$ cat src/rtl/core/tbbe_pkg.sv
// ----------------------------------------------------------------------------
// tbbe_pkg: shared types and constants
// Types, codes and command/status structs shared by the controller, the
// datapath and the top level of the triangular Bernstein basis evaluator.
// ----------------------------------------------------------------------------
package tbbe_pkg;

   localparam int MAX_DEGREE = 15;
   localparam int DEG_W      = 4;
   localparam int WORK_BITS  = 31;
   localparam int WORD_W     = WORK_BITS + 1;

   typedef logic [DEG_W-1:0] idx_type;

   typedef enum logic [1:0] {
      ERR_NONE    = 2'd0,
      ERR_DEGREE  = 2'd1,
      ERR_OUTSIDE = 2'd2
   } err_type;

   typedef enum logic [1:0] {
      TERM_FIRST,
      TERM_SECOND,
      TERM_THIRD
   } term_type;

   typedef enum logic [3:0] {
      ST_IDLE,
      ST_CHECK,
      ST_INIT,
      ST_SCAN,
      ST_RD_SECOND,
      ST_RD_THIRD,
      ST_MUL_THIRD,
      ST_ACC_THIRD,
      ST_WRITE,
      ST_FIN,
      ST_POST
   } state_type;

   typedef struct packed {
      logic     load;
      logic     init_wr;
      term_type rd_term;
      logic     mul_en;
      term_type mul_term;
      logic     mul_keep;
      logic     acc_load;
      logic     acc_add;
      logic     wr_en;
      logic     fin;
      logic     out_load;
      idx_type  idx_a;
      idx_type  idx_b;
      logic     lvl_odd;
   } cmd_type;

   typedef struct packed {
      err_type err;
      idx_type degree;
      idx_type exp_first;
      idx_type exp_second;
      logic    out_free;
   } sts_type;

endpackage

$ cat src/rtl/core/tbbe_ctrl.sv
// ----------------------------------------------------------------------------
// tbbe_ctrl: recurrence sequencer
// Walks the levels and triangle positions of the recurrence, skips positions
// that cannot reach the requested entry, and steps the datapath through the
// reads, products and write of each entry that is computed.
// ----------------------------------------------------------------------------
module tbbe_ctrl (
   input  logic              clock,
   input  logic              reset,
   input  logic              req_valid,
   output logic              req_ready,
   input  tbbe_pkg::sts_type sts,
   output tbbe_pkg::cmd_type cmd
);
   import tbbe_pkg::*;

   state_type  state_ff, state_in;
   idx_type    lvl_ff, lvl_in;
   idx_type    pos_a_ff, pos_a_in;
   idx_type    pos_b_ff, pos_b_in;
   logic [DEG_W:0] ab_sum;
   logic [5:0] sum_lhs, sum_rhs;
   logic       needed, row_end, lvl_end, last_pos, advance;

   always_comb begin
      ab_sum   = {1'b0, pos_a_ff} + {1'b0, pos_b_ff};
      sum_lhs  = {2'b00, lvl_ff} + {2'b00, sts.exp_first} + {2'b00, sts.exp_second};
      sum_rhs  = {2'b00, sts.degree} + {1'b0, ab_sum};
      needed   = (pos_a_ff <= sts.exp_first) && (pos_b_ff <= sts.exp_second) &&
                 (sum_lhs <= sum_rhs);
      row_end  = (ab_sum == {1'b0, lvl_ff});
      lvl_end  = row_end && (pos_a_ff == lvl_ff);
      last_pos = lvl_end && (lvl_ff == sts.degree);
      advance  = ((state_ff == ST_SCAN) && !needed) || (state_ff == ST_WRITE);
   end

   always_comb begin
      state_in = state_ff;
      unique case (state_ff)
         ST_IDLE: begin
            if (req_valid) state_in = ST_CHECK;
         end
         ST_CHECK: begin
            state_in = (sts.err != ERR_NONE) ? ST_POST : ST_INIT;
         end
         ST_INIT:      state_in = ST_SCAN;
         ST_SCAN: begin
            priority if (needed) state_in = ST_RD_SECOND;
            else if (last_pos)   state_in = ST_FIN;
            else                 state_in = ST_SCAN;
         end
         ST_RD_SECOND: state_in = ST_RD_THIRD;
         ST_RD_THIRD:  state_in = ST_MUL_THIRD;
         ST_MUL_THIRD: state_in = ST_ACC_THIRD;
         ST_ACC_THIRD: state_in = ST_WRITE;
         ST_WRITE: begin
            state_in = last_pos ? ST_FIN : ST_SCAN;
         end
         ST_FIN:       state_in = ST_POST;
         ST_POST: begin
            if (sts.out_free) state_in = ST_IDLE;
         end
         default:      state_in = ST_IDLE;
      endcase
   end

   always_comb begin
      lvl_in   = lvl_ff;
      pos_a_in = pos_a_ff;
      pos_b_in = pos_b_ff;
      priority if (state_ff == ST_INIT) begin
         lvl_in   = idx_type'(1);
         pos_a_in = '0;
         pos_b_in = '0;
      end else if (advance) begin
         priority if (!row_end) begin
            pos_b_in = pos_b_ff + idx_type'(1);
         end else if (!lvl_end) begin
            pos_a_in = pos_a_ff + idx_type'(1);
            pos_b_in = '0;
         end else begin
            lvl_in   = lvl_ff + idx_type'(1);
            pos_a_in = '0;
            pos_b_in = '0;
         end
      end
   end

   always_comb begin
      cmd          = '0;
      cmd.idx_a    = pos_a_ff;
      cmd.idx_b    = pos_b_ff;
      cmd.lvl_odd  = lvl_ff[0];
      cmd.rd_term  = TERM_FIRST;
      cmd.mul_term = TERM_FIRST;
      req_ready    = (state_ff == ST_IDLE);
      unique case (state_ff)
         ST_IDLE:  cmd.load    = req_valid;
         ST_INIT:  cmd.init_wr = 1'b1;
         ST_SCAN:  cmd.rd_term = TERM_FIRST;
         ST_RD_SECOND: begin
            cmd.rd_term  = TERM_SECOND;
            cmd.mul_en   = 1'b1;
            cmd.mul_term = TERM_FIRST;
            cmd.mul_keep = (pos_a_ff != '0);
         end
         ST_RD_THIRD: begin
            cmd.rd_term  = TERM_THIRD;
            cmd.mul_en   = 1'b1;
            cmd.mul_term = TERM_SECOND;
            cmd.mul_keep = (pos_b_ff != '0);
            cmd.acc_load = 1'b1;
         end
         ST_MUL_THIRD: begin
            cmd.mul_en   = 1'b1;
            cmd.mul_term = TERM_THIRD;
            cmd.mul_keep = !row_end;
            cmd.acc_add  = 1'b1;
         end
         ST_ACC_THIRD: cmd.acc_add  = 1'b1;
         ST_WRITE:     cmd.wr_en    = 1'b1;
         ST_FIN:       cmd.fin      = 1'b1;
         ST_POST:      cmd.out_load = sts.out_free;
         default: ;
      endcase
   end

   always_ff @(posedge clock) begin
      if (reset) begin
         state_ff <= ST_IDLE;
         lvl_ff   <= '0;
         pos_a_ff <= '0;
         pos_b_ff <= '0;
      end else begin
         state_ff <= state_in;
         lvl_ff   <= lvl_in;
         pos_a_ff <= pos_a_in;
         pos_b_ff <= pos_b_in;
      end
   end

endmodule

$ cat config.mk
export PLATFORM = sky130hd
export DESIGN_NAME = tbbe_ctrl
export DESIGN_NICKNAME = d
export VERILOG_FILES = /design/src/rtl/core/tbbe_pkg.sv /design/src/rtl/core/tbbe_ctrl.sv
export SDC_FILE = /design/constraint.sdc
export NUM_CORES = 1
export LEC_CHECK = 0
export ABC_AREA = 1
export BUFFER_PORTS_ARGS = -buffer_cell sky130_fd_sc_hd__buf_2
export CAP_MARGIN = 40
export CORE_UTILIZATION = 45
export DETAILED_ROUTE_END_ITERATION = 10
export GPL_TIMING_DRIVEN = 0
export PLACE_DENSITY_LB_ADDON = 0.12
export RECOVER_POWER = 25
export SLEW_MARGIN = 20
export SYNTH_ARGS = -nofsm -noshare
export SYNTH_HDL_FRONTEND = slang
export SYNTH_SLANG_ARGS = --single-unit
$ cat constraint.sdc
create_clock -name clock -period 4 [get_ports clock]
set_input_delay 0 -clock clock [delete_from_list [all_inputs] [get_ports clock]]
set_output_delay 0 -clock clock [all_outputs]
set_load 0.05 [all_outputs]
## Word-level counts from Yosys, hierarchy flattened

Index checks and enable logic that the tools add are counted.

- Magnitude comparators: 3
- Shift-type cells: 0
- Reduce and logical (&&, ||, !) cells: 21
- $add $sub $neg: 7
- Div/mod/pow operators: 0
- Equal/unequal tests: 15
- Bitwise operators: 0
- Multiply operators: 0
- Multiplexer cells: 21

Operators by type and width:

| operator | number |
|---|---|
| $pmux 4 s11 | 1 |
| $mux 4 | 7 |
| $eq 4x3->1 const B | 4 |
| $add 4x1->4 const B | 3 |
| $eq 4x4->1 const B | 3 |
| $pmux 4 s3 | 1 |
| $mux 1 | 11 |
| $add 4x4->5 | 2 |
| $eq 4x2->1 const B | 2 |
| $eq 4x4->1 | 2 |
| $le 4x4->1 | 2 |
| $reduce_bool 2->1 | 4 |
| $reduce_bool 4->1 | 2 |
| $add 4x5->6 | 1 |
| $add 5x4->6 | 1 |
| $le 6x6->1 | 1 |
| $reduce_and 3->1 | 2 |
| $eq 5x4->1 | 1 |
| $logic_and 1x1->1 | 5 |
| $eq 4x1->1 const B | 1 |
| $logic_not 4->1 | 1 |
| $ne 2x2->1 const B | 2 |
| $pmux 2 s2 | 1 |
| $reduce_and 2->1 | 2 |
| other kinds (3) | 5 |

- Bits in registers: 16
- Memory bits (read-only): 0
- Bits in writable memories: 0
- Memories kept: 0
- Logic and storage cells: 72
- Bits in latches: 0

## Depth between registers and ports, before layout

Gate-level depths: netlist of run 1.

- Depth in word-level cells: 9
- Gate-level depth with buffers: 26

## Worst setup path before layout of run 1

Ideal clock, no wire load.

- Path type: register to register
- Start point: register pos_a_ff[0]
- End point: register pos_b_ff[2]
- Setup slack: 0.270 ns
- Data required time: 3.883 ns
- Data arrival time: 3.613 ns
- Setup time: 0.117 ns
- Path buffers: 1
- Stages on the path, launching flop included: 26
- Cells stage by stage: dfxtp_1 -> ha_1 -> inv_1 -> fa_1 -> inv_1 -> nand2_1 -> nand2_1 -> inv_1 -> ha_1 -> nand2_1 -> nor2_1 -> a211oi_1 -> nor2_1 -> o22ai_1 -> ha_1 -> nand2_1 -> nor2_1 -> nand2_1 -> nand3_1 -> nand2_1 -> nand3_2 -> nand2_2 -> nand2_4 -> buf_4 -> a21oi_1 -> nor2_1

- Word-level cells in the longest chain between the ends: 7
- Elaborated cells on any way between the ends: 11

Ends and longest elaborated chain:

| what | RTL line | text |
|---|---|---|
| start: declaration | tbbe_ctrl.sv:19 | `idx_type pos_a_ff, pos_a_in;` |
| start signal: assignment | tbbe_ctrl.sv:137 | `pos_a_ff <= pos_a_in;` |
| $add 4x4->5 | tbbe_ctrl.sv:26 | `ab_sum = {1'b0, pos_a_ff} + {1'b0, pos_b_ff};` |
| $add 4x5->6 | tbbe_ctrl.sv:28 | `sum_rhs = {2'b00, sts.degree} + {1'b0, ab_sum};` |
| $le 6x6->1 | tbbe_ctrl.sv:30 | `(sum_lhs <= sum_rhs);` |
| $logic_and 1x1->1 | tbbe_ctrl.sv:29 | `needed = (pos_a_ff <= sts.exp_first) && (pos_b_ff <= sts.exp_second) &&` |
| $logic_not 1->1 | tbbe_ctrl.sv:34 | `advance = ((state_ff == ST_SCAN) && !needed) \|\| (state_ff == ST_WRITE);` |
| $logic_and 1x1->1 | tbbe_ctrl.sv:34 |  |
| $logic_or 1x1->1 | tbbe_ctrl.sv:34 |  |
| end signal: assignment | tbbe_ctrl.sv:138 | `pos_b_ff <= pos_b_in;` |
| end: declaration | tbbe_ctrl.sv:20 | `idx_type pos_b_ff, pos_b_in;` |

Parallel ways exist; a longest one is shown, timed or not.
A chain may end at the register's enable or synchronous reset.

## Worst setup path after layout of run 1

- Start point: register pos_a_ff[2]
- End point: register pos_a_ff[0]

- Word-level cells in the longest chain between the ends: 8
- Elaborated cells on any way between the ends: 14

Ends and longest elaborated chain:

| what | RTL line |
|---|---|
| $add 4x4->5 | tbbe_ctrl.sv:26 |
| $add 4x5->6 | tbbe_ctrl.sv:28 |
| $le 6x6->1 | tbbe_ctrl.sv:30 |
| $logic_and 1x1->1 | tbbe_ctrl.sv:29 |
| $logic_not 1->1 | tbbe_ctrl.sv:34 |
| $logic_and 1x1->1 | tbbe_ctrl.sv:34 |
| $logic_or 1x1->1 | tbbe_ctrl.sv:34 |
| $reduce_and 2->1 (no source line) | n/a |

Parallel ways exist; a longest one is shown, timed or not.

==> results of run 1 <==
routing by layer:
layer,GRT usage,up-vias
li1,-,1047
met1,0.295,898
met2,0.367,30
met3,0.0320,2
met4,0.0156,0
met5,0,-
layout by cell type, fill, tap and decap left out, types with 2 or more instances in the layout:
cell type	instances
clkbuf_1	9
dfxtp_1	12
nand2_2	2
nor2_1	27
buf_4	5
xor2_1	12
nand4_1	3
o21bai_1	2
clkbuf_8	4
nand3_1	30
a21oi_1	18
ha_1	29
inv_1	53
dfxtp_2	4
buf_2	31
o21ai_0	3
nand2_1	59
nor2_2	2
nor3_1	7
xnor2_1	7
fa_1	7
nand2_4	3
registers in the layout, summed over array words and instances (netlist names):
register	count
lvl_ff	4
state_ff	4
pos_b_ff	4
pos_a_ff	4
cell usage after synthesis, drive strengths merged:
cell / instances / area [µm²]
a21boi: 1 / 7.51
nor2: 30 / 125
o21a: 1 / 7.51
nand2: 64 / 268
ha: 30 / 375
nand4: 4 / 31.3
xnor2: 7 / 61.3
o21bai: 2 / 15.0
or2: 1 / 6.26
nor3: 8 / 45.0
a211oi: 1 / 7.51
nand3b: 1 / 7.51
a21oi: 19 / 98.9
a21o: 1 / 7.51
buf: 6 / 48.8
dfxtp: 16 / 320
nand3: 31 / 160
o21ai: 3 / 15.0
o22ai: 1 / 6.26
fa: 7 / 140
xor2: 12 / 105
inv: 54 / 203
stage by stage:
stage               total power [mW]  hold slack [ns]  setup slack, ns
floorplan                      0.951           0.0691            0.270
global placement                1.16            0.216            0.228
detailed placement              1.16            0.215            0.172
CTS                             1.31           0.0931            0.150
global route                    1.44            0.117           0.0450
finish                          1.30           0.0975            0.378
report_power, final:
part | internal (mW) | switching (mW) | total (mW)
Combinational | 0.284 | 0.618 | 0.902
Clock | 0.0873 | 0.0575 | 0.145
Sequential | 0.192 | 0.0601 | 0.252
Total | 0.563 | 0.736 | 1.30
area by class of cell:
type	instances	area (µm²)	area share
buffer	6	48.8	0.0202
inverter	54	203	0.0841
sequential	16	325	0.135
clock buffer	4	55.1	0.0228
tap	52	65.1	0.0270
multi-input combinational	224	1510	0.628
timing repair buffer	41	199	0.0826
cell families after synthesis:
group / share of synthesized area
AOI/OAI and AO/OA: 0.0801
xor gates and xnor gates: 0.0807
adders and majority gates: 0.250
buffers and inverters: 0.122
DFF: 0.155
and+or+nand+nor: 0.312
worst min path at each step:
stage          slack [ns]     endpoint  startpoint
2_1_floorplan        0.07    lvl_ff[0]       reset
3_3_place_gp         0.22    lvl_ff[0]       reset
3_5_place_dp         0.21    lvl_ff[0]       reset
4_1_cts              0.09  state_ff[0]   req_valid
5_1_grt              0.12  state_ff[0]   req_valid
6_report              0.1  state_ff[0]   req_valid
worst register-to-register path, cell delays in order (launching register included):
cell	delay [ns]
dfxtp_1	0.55
ha_1	0.36
a21oi_2	0.19
nand2_1	0.10
nand2_1	0.09
nand2_1	0.06
ha_1	0.33
a21oi_1	0.16
o21ai_0	0.11
xor2_1	0.18
ha_1	0.28
nand2_1	0.06
nor2_1	0.14
nand2_1	0.07
nand3_1	0.06
nand2_1	0.07
nand3_2	0.08
nand2_2	0.08
nand2_4	0.13
buf_4	0.19
nand4_1	0.10
a21oi_1	0.16
what timing repair did:
action / 4_1_cts / 5_1_grt
hold buffers: 1 / 0
buffers inserted: 0 / 0
endpoints found under the hold margin: 2 / 0
resized for setup: 0 / 7
setup endpoints to repair: 0 / 15
==> metrics.md, run 1 <==
| Metric | Value |
|---|---|
| Mapped Nets | ~360 |
| Dpl hpwl | about 4.1 mm |
| Worst Path Required | roughly 4.2 ns |
| Share of cells above drive strength 1 | 0.180 |
| First-pass GRT wire length | 8.44 mm |
| Fmax | roughly 0.28 GHz |
| Clock slew at reported path FFs | around 0.070 ns |
| Flop and latch count out of synthesis | 16 |
| Die Ht | approximately 70 µm |
| Routed met2 length | between 2 and 2.5 mm |
| Max stage delay on crit path | 0.55 ns |
| Unrepaired setup endpoints after global routing | false |
| # clock sinks | 16 |
| Register area share after synthesis | 0.155 |
| Nets@finish | ~400 |
| Routed met3 length | 146 µm |
| Gate Count Post-Synth | 300 |
| Crit path DAT | 3.79 ns |
| Final TNS setup | 0 ns |
| Worst setup path startpoint | pos_a_ff[2] |
| Worst Max-Slew Pin Slew | 0.608 ns |
| Die width | between 60 and 70 µm |
| Worst reg2reg path startpoint | pos_a_ff[2] |
| # setup viols final | 0 |
| Synthesis Warnings | 0 |
| Critical Path Sink Type | flop |
| Max FO, Critical Path | 10 |
| Hold depth | 3 |
| Most Frequent Cell on Critical Path | nand2_1 |
| Crit-path cells | ha_1, a21oi_2, nand2_1, nand2_1, nand2_1, ha_1, a21oi_1, o21ai_0, xor2_1, ha_1, nand2_1, nor2_1, nand2_1, nand3_1, nand2_1, nand3_2, nand2_2, nand2_4, buf_4, nand4_1, a21oi_1 |
| Gr usage total | 0.214 |
| Iteration-0 DRC count of the detailed router | between 40 and 50 |
| Netlist Area Pre-Place | between 0.002 and 0.0025 mm² |
| PwrDens | 539 mW/mm² |
| Port bufs | 40 |
| Worst Skew | between 0.003 and 0.004 ns |
| Antenna violations before repair | 0 |
| Area after DPL | 0.00233 mm² |
| Peak VDD IR | between 200 and 250 µV |
| Final Util | 0.550 |
| Leak | around 1.3 nW |
| Top sig layer | met4 |
| Max-cap violations | 0 |
| Num CTS Buffers | 3 |
| Layout Cell Area excl Fill | between 0.002 and 0.0025 mm² |
| Vias in the first global route | 1,889 |
| Final-layout fill cell count | between 400 and 500 |
| Post-route DRC | 0 |
| H-tree levels | 1 |
| Final worst path period need | ~3.6 ns |
| FP Rows | 24 |
| CP Depth | 21 |
| Root Driver | clkbuf_8 |
| Reg2Reg Setup Slack | around 0.38 ns |
| CP Class | flop to flop |
| Largest net degree at the start of global routing | 11 |
| Clk_lat worst skew | 0.25 ns |
| Clk buf depth | 2 |
| Final std cells w/o fill | between 300 and 400 |
| Wire length per cell | about 12 µm |
| Initial DRT Pass Iterations | 4 |
| Distinct cells, synth | 32 |
| WL met1 | roughly 2.5 mm |
| Vias/cell | 4.98 |
| Slowest CP cell | dfxtp_1 |
| Mean area per synthesized cell | 6.87 µm² |
| Fin crit share | 0.906 |
| Initial Util | 0.470 |
| Total placed cells including tap cells | between 300 and 400 |
| Overflow after GRT | 0 |
| Critical path buffers and inverters | 1 |
| Core ar. | approximately 0.0044 mm² |
| Crit path capture | pos_a_ff[0] |
| Layout area overhead | 16.9% |
| Worst min path class | input port to flop |
| Routability-driven placement congestion ratio | 0.837 |
| Worst Setup Start Kind | flop |
| End of the worst register-to-register path | pos_a_ff[0] |
| # IOs | 41 |
| Diode count | 0 |
| Critical path's top delay family | simple AND/OR/NAND/NOR gates |
| R2R depth | 21 |
| Drt total wl | roughly 4.9 mm |
| Max-slew headroom | 0.597 |
| Final Slew Violations | 0 |
| Die area | ~0.0049 mm² |
| Status | finished, final reports clean |
| CTS tree | done |
| DRT antenna net count | 0 |
| Via count | just under 2,000 |
| Final hold viol count | 0 |
Note: power is estimated with default switching activity, not from simulation.
==> run 2, diff against run 1 <==
PLACE_DENSITY = 0.65   (was default)
PLACE_DENSITY_LB_ADDON = default   (was 0.12)
==> metrics.md, run 2 (synthesis gave the netlist of run 1 again) <==
| Metric | Value |
|---|---|
| Status | finished, final reports clean (unchanged) |
| Initial Util | 0.470 (unchanged) |
| Slowest CP cell | fa_1 (was dfxtp_1) |
| Layout Cell Area excl Fill | 0.00239 mm² (was 0.00241 mm²) |
| # setup viols final | 0 (unchanged) |
| CP Class | flop to flop (unchanged) |
| Vias/cell | 4.94 (was 4.98) |
| Most frequent cells in the layout | nand2_1 (59), inv_1 (53), buf_2 (31) (unchanged) |
| Max stage delay on crit path | 0.41 ns (was 0.55 ns) |
| Routability-driven placement congestion ratio | 0.831 (was 0.837) |
| Max-slew headroom | 0.600 (was 0.597) |
| Crit path DAT | 3.84 ns (was 3.79 ns) |
| Layout area overhead | 16.0% (was 16.9%) |
| Iteration-0 DRC count of the detailed router | 97 (was 43) |
| Critical Path Sink Type | flop (unchanged) |
| Most Frequent Cell on Critical Path | nand2_1 (unchanged) |
| Share of cells above drive strength 1 | 0.177 (was 0.180) |
| # clock sinks | 16 (unchanged) |
| PwrDens | 533 mW/mm² (was 539 mW/mm²) |
| Worst Path Required | 4.16 ns (was 4.17 ns) |
| Fmax | 0.272 GHz (was 0.276 GHz) |
| Critical path buffers and inverters | 4 (was 1) |
| Largest net degree at the start of global routing | 11 (unchanged) |
| Overflow after GRT | 0 (unchanged) |
| Die area | 0.00486 mm² (unchanged) |
| Port bufs | 40 (unchanged) |
| Wire length per cell | 12.0 µm (was 12.3 µm) |
| Die width | 69.7 µm (unchanged) |
| Final Slew Violations | 0 (unchanged) |
| Leak | 1.29 nW (was 1.32 nW) |
| Critical path's top delay family | simple AND/OR/NAND/NOR gates (unchanged) |
| Antenna violations before repair | 0 (unchanged) |
| H-tree levels | 1 (unchanged) |
| Die Ht | 69.7 µm (unchanged) |
| Num CTS Buffers | 3 (unchanged) |
| Worst Setup Start Kind | flop (unchanged) |
| HP Start | req_valid (unchanged) |
| Drt total wl | 4.75 mm (was 4.88 mm) |
| Hold Path Sink | state_ff[0] (unchanged) |
| Top sig layer | met4 (unchanged) |
| Hold depth | 3 (unchanged) |
| Fin crit share | 0.919 (was 0.906) |
| Reg2Reg Setup Slack | 0.32 ns (was 0.38 ns) |
| Diode count | 0 (unchanged) |
| Routed met3 length | 161 µm (was 146 µm) |
| Worst Skew | 0.00306 ns (was 0.00361 ns) |
| Routed met2 length | 2.08 mm (was 2.22 mm) |
| FP Rows | 24 (unchanged) |
| Clock slew at reported path FFs | 0.06 ns (was 0.07 ns) |
| DRT antenna net count | 0 (unchanged) |
| Vias in the first global route | 1,745 (was 1,889) |
| Area after DPL | 0.00233 mm² (unchanged) |
| Max-cap violations | 0 (unchanged) |
| Initial DRT Pass Iterations | 4 (unchanged) |
| Worst min path class | input port to flop (unchanged) |
| CTS tree | done (unchanged) |
| Max FO, Critical Path | 10 (unchanged) |
| Peak VDD IR | 237 µV (was 222 µV) |
| Worst Max-Slew Pin Slew | 0.603 ns (was 0.608 ns) |
| First-pass GRT wire length | 8.00 mm (was 8.44 mm) |
| Worst reg2reg path startpoint | pos_a_ff[0] (was pos_a_ff[2]) |
| Root Driver | clkbuf_8 (unchanged) |
| Final TNS setup | 0 ns (unchanged) |
| Clk buf depth | 2 (unchanged) |
| Final worst path period need | 3.68 ns (was 3.62 ns) |
| Post-route DRC | 0 (unchanged) |
| End of the worst register-to-register path | pos_a_ff[0] (unchanged) |
| Gr usage total | 0.203 (was 0.214) |
| Dpl hpwl | 3.96 mm (was 4.12 mm) |
| # IOs | 41 (unchanged) |
| R2R depth | 25 (was 21) |
| Nets@finish | 401 (unchanged) |
| Core ar. | 0.00438 mm² (unchanged) |
| Via count | 1,957 (was 1,977) |
| Most common cell after layout, fill and taps aside | nand2_1 (unchanged) |
| Clk_lat worst skew | 0.25 ns (about the same) |
| Final hold viol count | 0 (unchanged) |
| WL met1 | 2.48 mm (was 2.51 mm) |
[run 2: repair_timing]
action,4_1_cts,5_1_grt
resized for setup,0,7
hold endpoints to repair,2,0
endpoints found under the setup margin,0,15
setup buffers,0,0
hold buffers,1,0
[run 2: power breakdown]
part / internal, mW / switching [mW]
registers: 0.192 / 0.0572
clock network: 0.0667 / 0.0525
logic: 0.288 / 0.620
[run 2: worst max-delay path by stage]
stage                           start     endpoint  cells after the start
after global routing      pos_a_ff[0]    lvl_ff[2]                     25
after CTS                 pos_a_ff[1]  pos_a_ff[0]                     24
final                     pos_a_ff[0]  pos_a_ff[0]                     25
after global placement    pos_a_ff[1]  pos_a_ff[0]                     24
after floorplan           pos_a_ff[0]  pos_b_ff[2]                     25
after detailed placement  pos_a_ff[1]  pos_a_ff[0]                     24
[run 2: cell type report]
| type | count | area, µm² |
|---|---|---|
| plain buffers | 6 | 48.8 |
| clock buffers | 3 | 41.3 |
| fillers | 462 | 1990 |
| inverters | 54 | 203 |
| multi-input cells | 224 | 1510 |
| flip-flops and latches | 16 | 325 |
| well taps | 52 | 65.1 |
| repair buffers | 41 | 199 |
[run 2: layer usage]
layer  global-route usage  vias up
met5                    0        -
met4               0.0333        0
met3               0.0276        4
met2                0.331       41
met1                0.292      871
li1                     -     1041
[run 2: worst reg2reg max path, delay by kind of cell (launching register included)]
| kind | cells | cell delay, ns |
|---|---|---|
| AOI/OAI and AO/OA | 3 | 0.32 |
| adders and majority gates | 4 | 1.20 |
| and+or+nand+nor | 14 | 1.27 |
| DFF | 1 | 0.39 |
| buffers and inverters | 4 | 0.41 |
[run 2: per-stage QoR]
step	instances	power (mW)	hold slack [ns]	setup slack (ns)	utilization
after global routing	396	1.42	0.196	-0.0232	0.546
final	396	1.28	0.139	0.324	0.546
after detailed placement	392	1.15	0.228	0.165	0.531
after global placement	392	1.15	0.229	0.231	0.531
after CTS	396	1.28	0.132	0.132	0.543
after floorplan	300	0.951	0.0691	0.270	-
==> run 3, diff against run 2 <==
BUFFER_PORTS_ARGS = default   (was -buffer_cell sky130_fd_sc_hd__buf_2)
DONT_BUFFER_PORTS = 1   (was default)
PLACE_DENSITY = 0.58   (was 0.65)
SLEW_MARGIN = 30   (was 20)
==> metrics.md, run 3 (synthesis gave the netlist of run 1 again) <==
| Metric | Value |
|---|---|
| Most Frequent Cell on Critical Path | nand2_1 (unchanged) |
| Vias in the first global route | 1,774 (was 1,745) |
| Initial Util | 0.470 (unchanged) |
| First-pass GRT wire length | 8.21 mm (was 8.00 mm) |
| Drt total wl | 4.94 mm (was 4.75 mm) |
| Fmax | 0.272 GHz (about the same) |
| Worst reg2reg path startpoint | pos_a_ff[3] (was pos_a_ff[0]) |
| Vias/cell | 5.24 (was 4.94) |
| Worst Skew | 0.00209 ns (was 0.00306 ns) |
| Die Ht | 69.7 µm (unchanged) |
| Worst Max-Slew Pin Slew | 0.878 ns (was 0.603 ns) |
| Gr usage total | 0.212 (was 0.203) |
| Final worst path period need | 3.67 ns (was 3.68 ns) |
| Diode count | 0 (unchanged) |
| Initial DRT Pass Iterations | 4 (unchanged) |
| Worst Setup Start Kind | flop (unchanged) |
| Largest net degree at the start of global routing | 11 (unchanged) |
| Routability-driven placement congestion ratio | 0.827 (was 0.831) |
| Die width | 69.7 µm (unchanged) |
| Max FO, Critical Path | 10 (unchanged) |
| Wire length per cell | 13.4 µm (was 12.0 µm) |
| Unrepaired setup endpoints after global routing | false |
| Worst setup path startpoint | pos_a_ff[3] (was pos_a_ff[0]) |
| Most frequent cells in the layout | nand2_1 (59), inv_1 (53), nand3_1 (30) (was nand2_1 (59), inv_1 (53), buf_2 (31)) |
| CP Class | flop to flop (unchanged) |
| Final hold viol count | 0 (unchanged) |
| Root Driver | clkbuf_8 (unchanged) |
| Critical Path Sink Type | flop (unchanged) |
| # IOs | 41 (unchanged) |
| Most common cell after layout, fill and taps aside | nand2_1 (unchanged) |
| Die area | 0.00486 mm² (unchanged) |
| Core ar. | 0.00438 mm² (unchanged) |
| Share of cells above drive strength 1 | 0.132 (was 0.177) |
| Nets@finish | 373 (was 401) |
| Dpl hpwl | 4.08 mm (was 3.96 mm) |
| Crit path DAT | 3.85 ns (was 3.84 ns) |
| Iteration-0 DRC count of the detailed router | 96 (was 97) |
| Peak VDD IR | 378 µV (was 237 µV) |
| Max-cap violations | 0 (unchanged) |
| Clk_lat worst skew | 0.25 ns (about the same) |
| Final TNS setup | 0 ns (unchanged) |
| HP Start | sts[0] (was req_valid) |
| DRT antenna net count | 0 (unchanged) |
| Final Slew Violations | 0 (unchanged) |
| # clock sinks | 16 (unchanged) |
| PwrDens | 564 mW/mm² (was 533 mW/mm²) |
| Overflow after GRT | 0 (unchanged) |
| Total power | 1.31 mW (was 1.28 mW) |
| Post-route DRC | 0 (unchanged) |
| Num CTS Buffers | 3 (unchanged) |
| Via count | 1,933 (was 1,957) |
| Antenna violations before repair | 0 (unchanged) |
| Hold_ws | 0.128 ns (was 0.139 ns) |
| Worst Path Required | 4.18 ns (was 4.16 ns) |
| FP Rows | 24 (unchanged) |
| Max-slew headroom | 0.413 (was 0.600) |
| Leak | 1.19 nW (was 1.29 nW) |
| Clock slew at reported path FFs | 0.07 ns (was 0.06 ns) |
| Port bufs | 0 (was 40) |
| CTS tree | done (unchanged) |
| Worst min path class | input port to flop (unchanged) |
| Fin crit share | 0.918 (was 0.919) |
| Status | finished, final reports clean (unchanged) |
| Layout Cell Area excl Fill | 0.00232 mm² (was 0.00239 mm²) |
| H-tree levels | 1 (unchanged) |
| # setup viols final | 0 (unchanged) |
| Area after DPL | 0.00220 mm² (was 0.00233 mm²) |
| Slowest CP cell | dfxtp_1 (was fa_1) |
| Clk buf depth | 2 (unchanged) |
| Crit-path cells | ha_1, inv_1, nand2_1, nand2_1, ha_1, a21oi_1, o21ai_0, xor2_1, ha_1, nand2_1, nor2_1, nand2_1, nand3_1, nand2_1, nand3_2, nand2_2, nand2_4, buf_6, nand4_1, a21oi_1 |
| Max stage delay on crit path | 0.82 ns (was 0.41 ns) |
| Layout area overhead | 12.4% (was 16.0%) |
| # Post-CTS Setup Buffers | 0 (unchanged) |
[run 3: cell types whose count changed in the layout (fill, tap and decap cells not counted), sizes merged]
cell	previous run	this run
clkbuf	12	5
buf	37	16
dlygate4sd3	1	2
[run 3: report_power, final]
group	switching, mW	internal [mW]	leakage (nW)
Combinational	0.586	0.280	1.03
Sequential	0.0965	0.195	0.134
Clock	0.0614	0.0875	0.0288
Total	0.744	0.562	1.19
[run 3: path summary, 6_finish.rpt]
kind	to	slack [ns]	cells after the start
worst max-delay path	pos_a_ff[0]	0.33	20
worst min-delay path	state_ff[3]	0.13	5
worst max register to register	pos_a_ff[0]	0.33	20
worst min register to register	pos_b_ff[0]	0.60	2
[run 3: cell type report]
cell class,count,area [µm²]
Clock buffer,4,55.1
Inverter,54,203
Timing Repair Buffer,13,83.8
Tap cell,52,65.1
Multi-Input combinational cell,224,1520
Buffer,6,48.8
Fill cell,437,2070
Sequential cell,16,338
[run 3: per-layer routing]
metal	part of all wire	track usage	wire length, µm	vias up
met5	0	0	0	-
met4	0.0032	0.0200	16	0
met3	0.044	0.0378	215	4
met2	0.47	0.364	2330	57
met1	0.48	0.287	2380	882
li1	-	-	-	990
[run 3: worst max-delay path, delay by kind of cell (launching register included)]
family	cells	cell delay, ns
fa+ha+maj	3	0.96
simple gates	11	0.94
flops	1	0.82
compound gates	3	0.39
buf+inv	2	0.28
xor+xnor	1	0.18
[run 3: repair_timing]
action / CTS / global route
resized for setup: 4 / 11
endpoints found under the hold margin: 8 / 0
hold buffers: 2 / 0
setup endpoints to repair: 15 / 16
[run 3: through the flow]
stage	instances	util	setup slack [ns]
global placement	352	0.485	-0.179
global route	369	0.529	0.0560
CTS	369	0.521	0.0113
finish	369	0.529	0.329
detailed placement	363	0.502	-0.229
floorplan	300	-	0.270
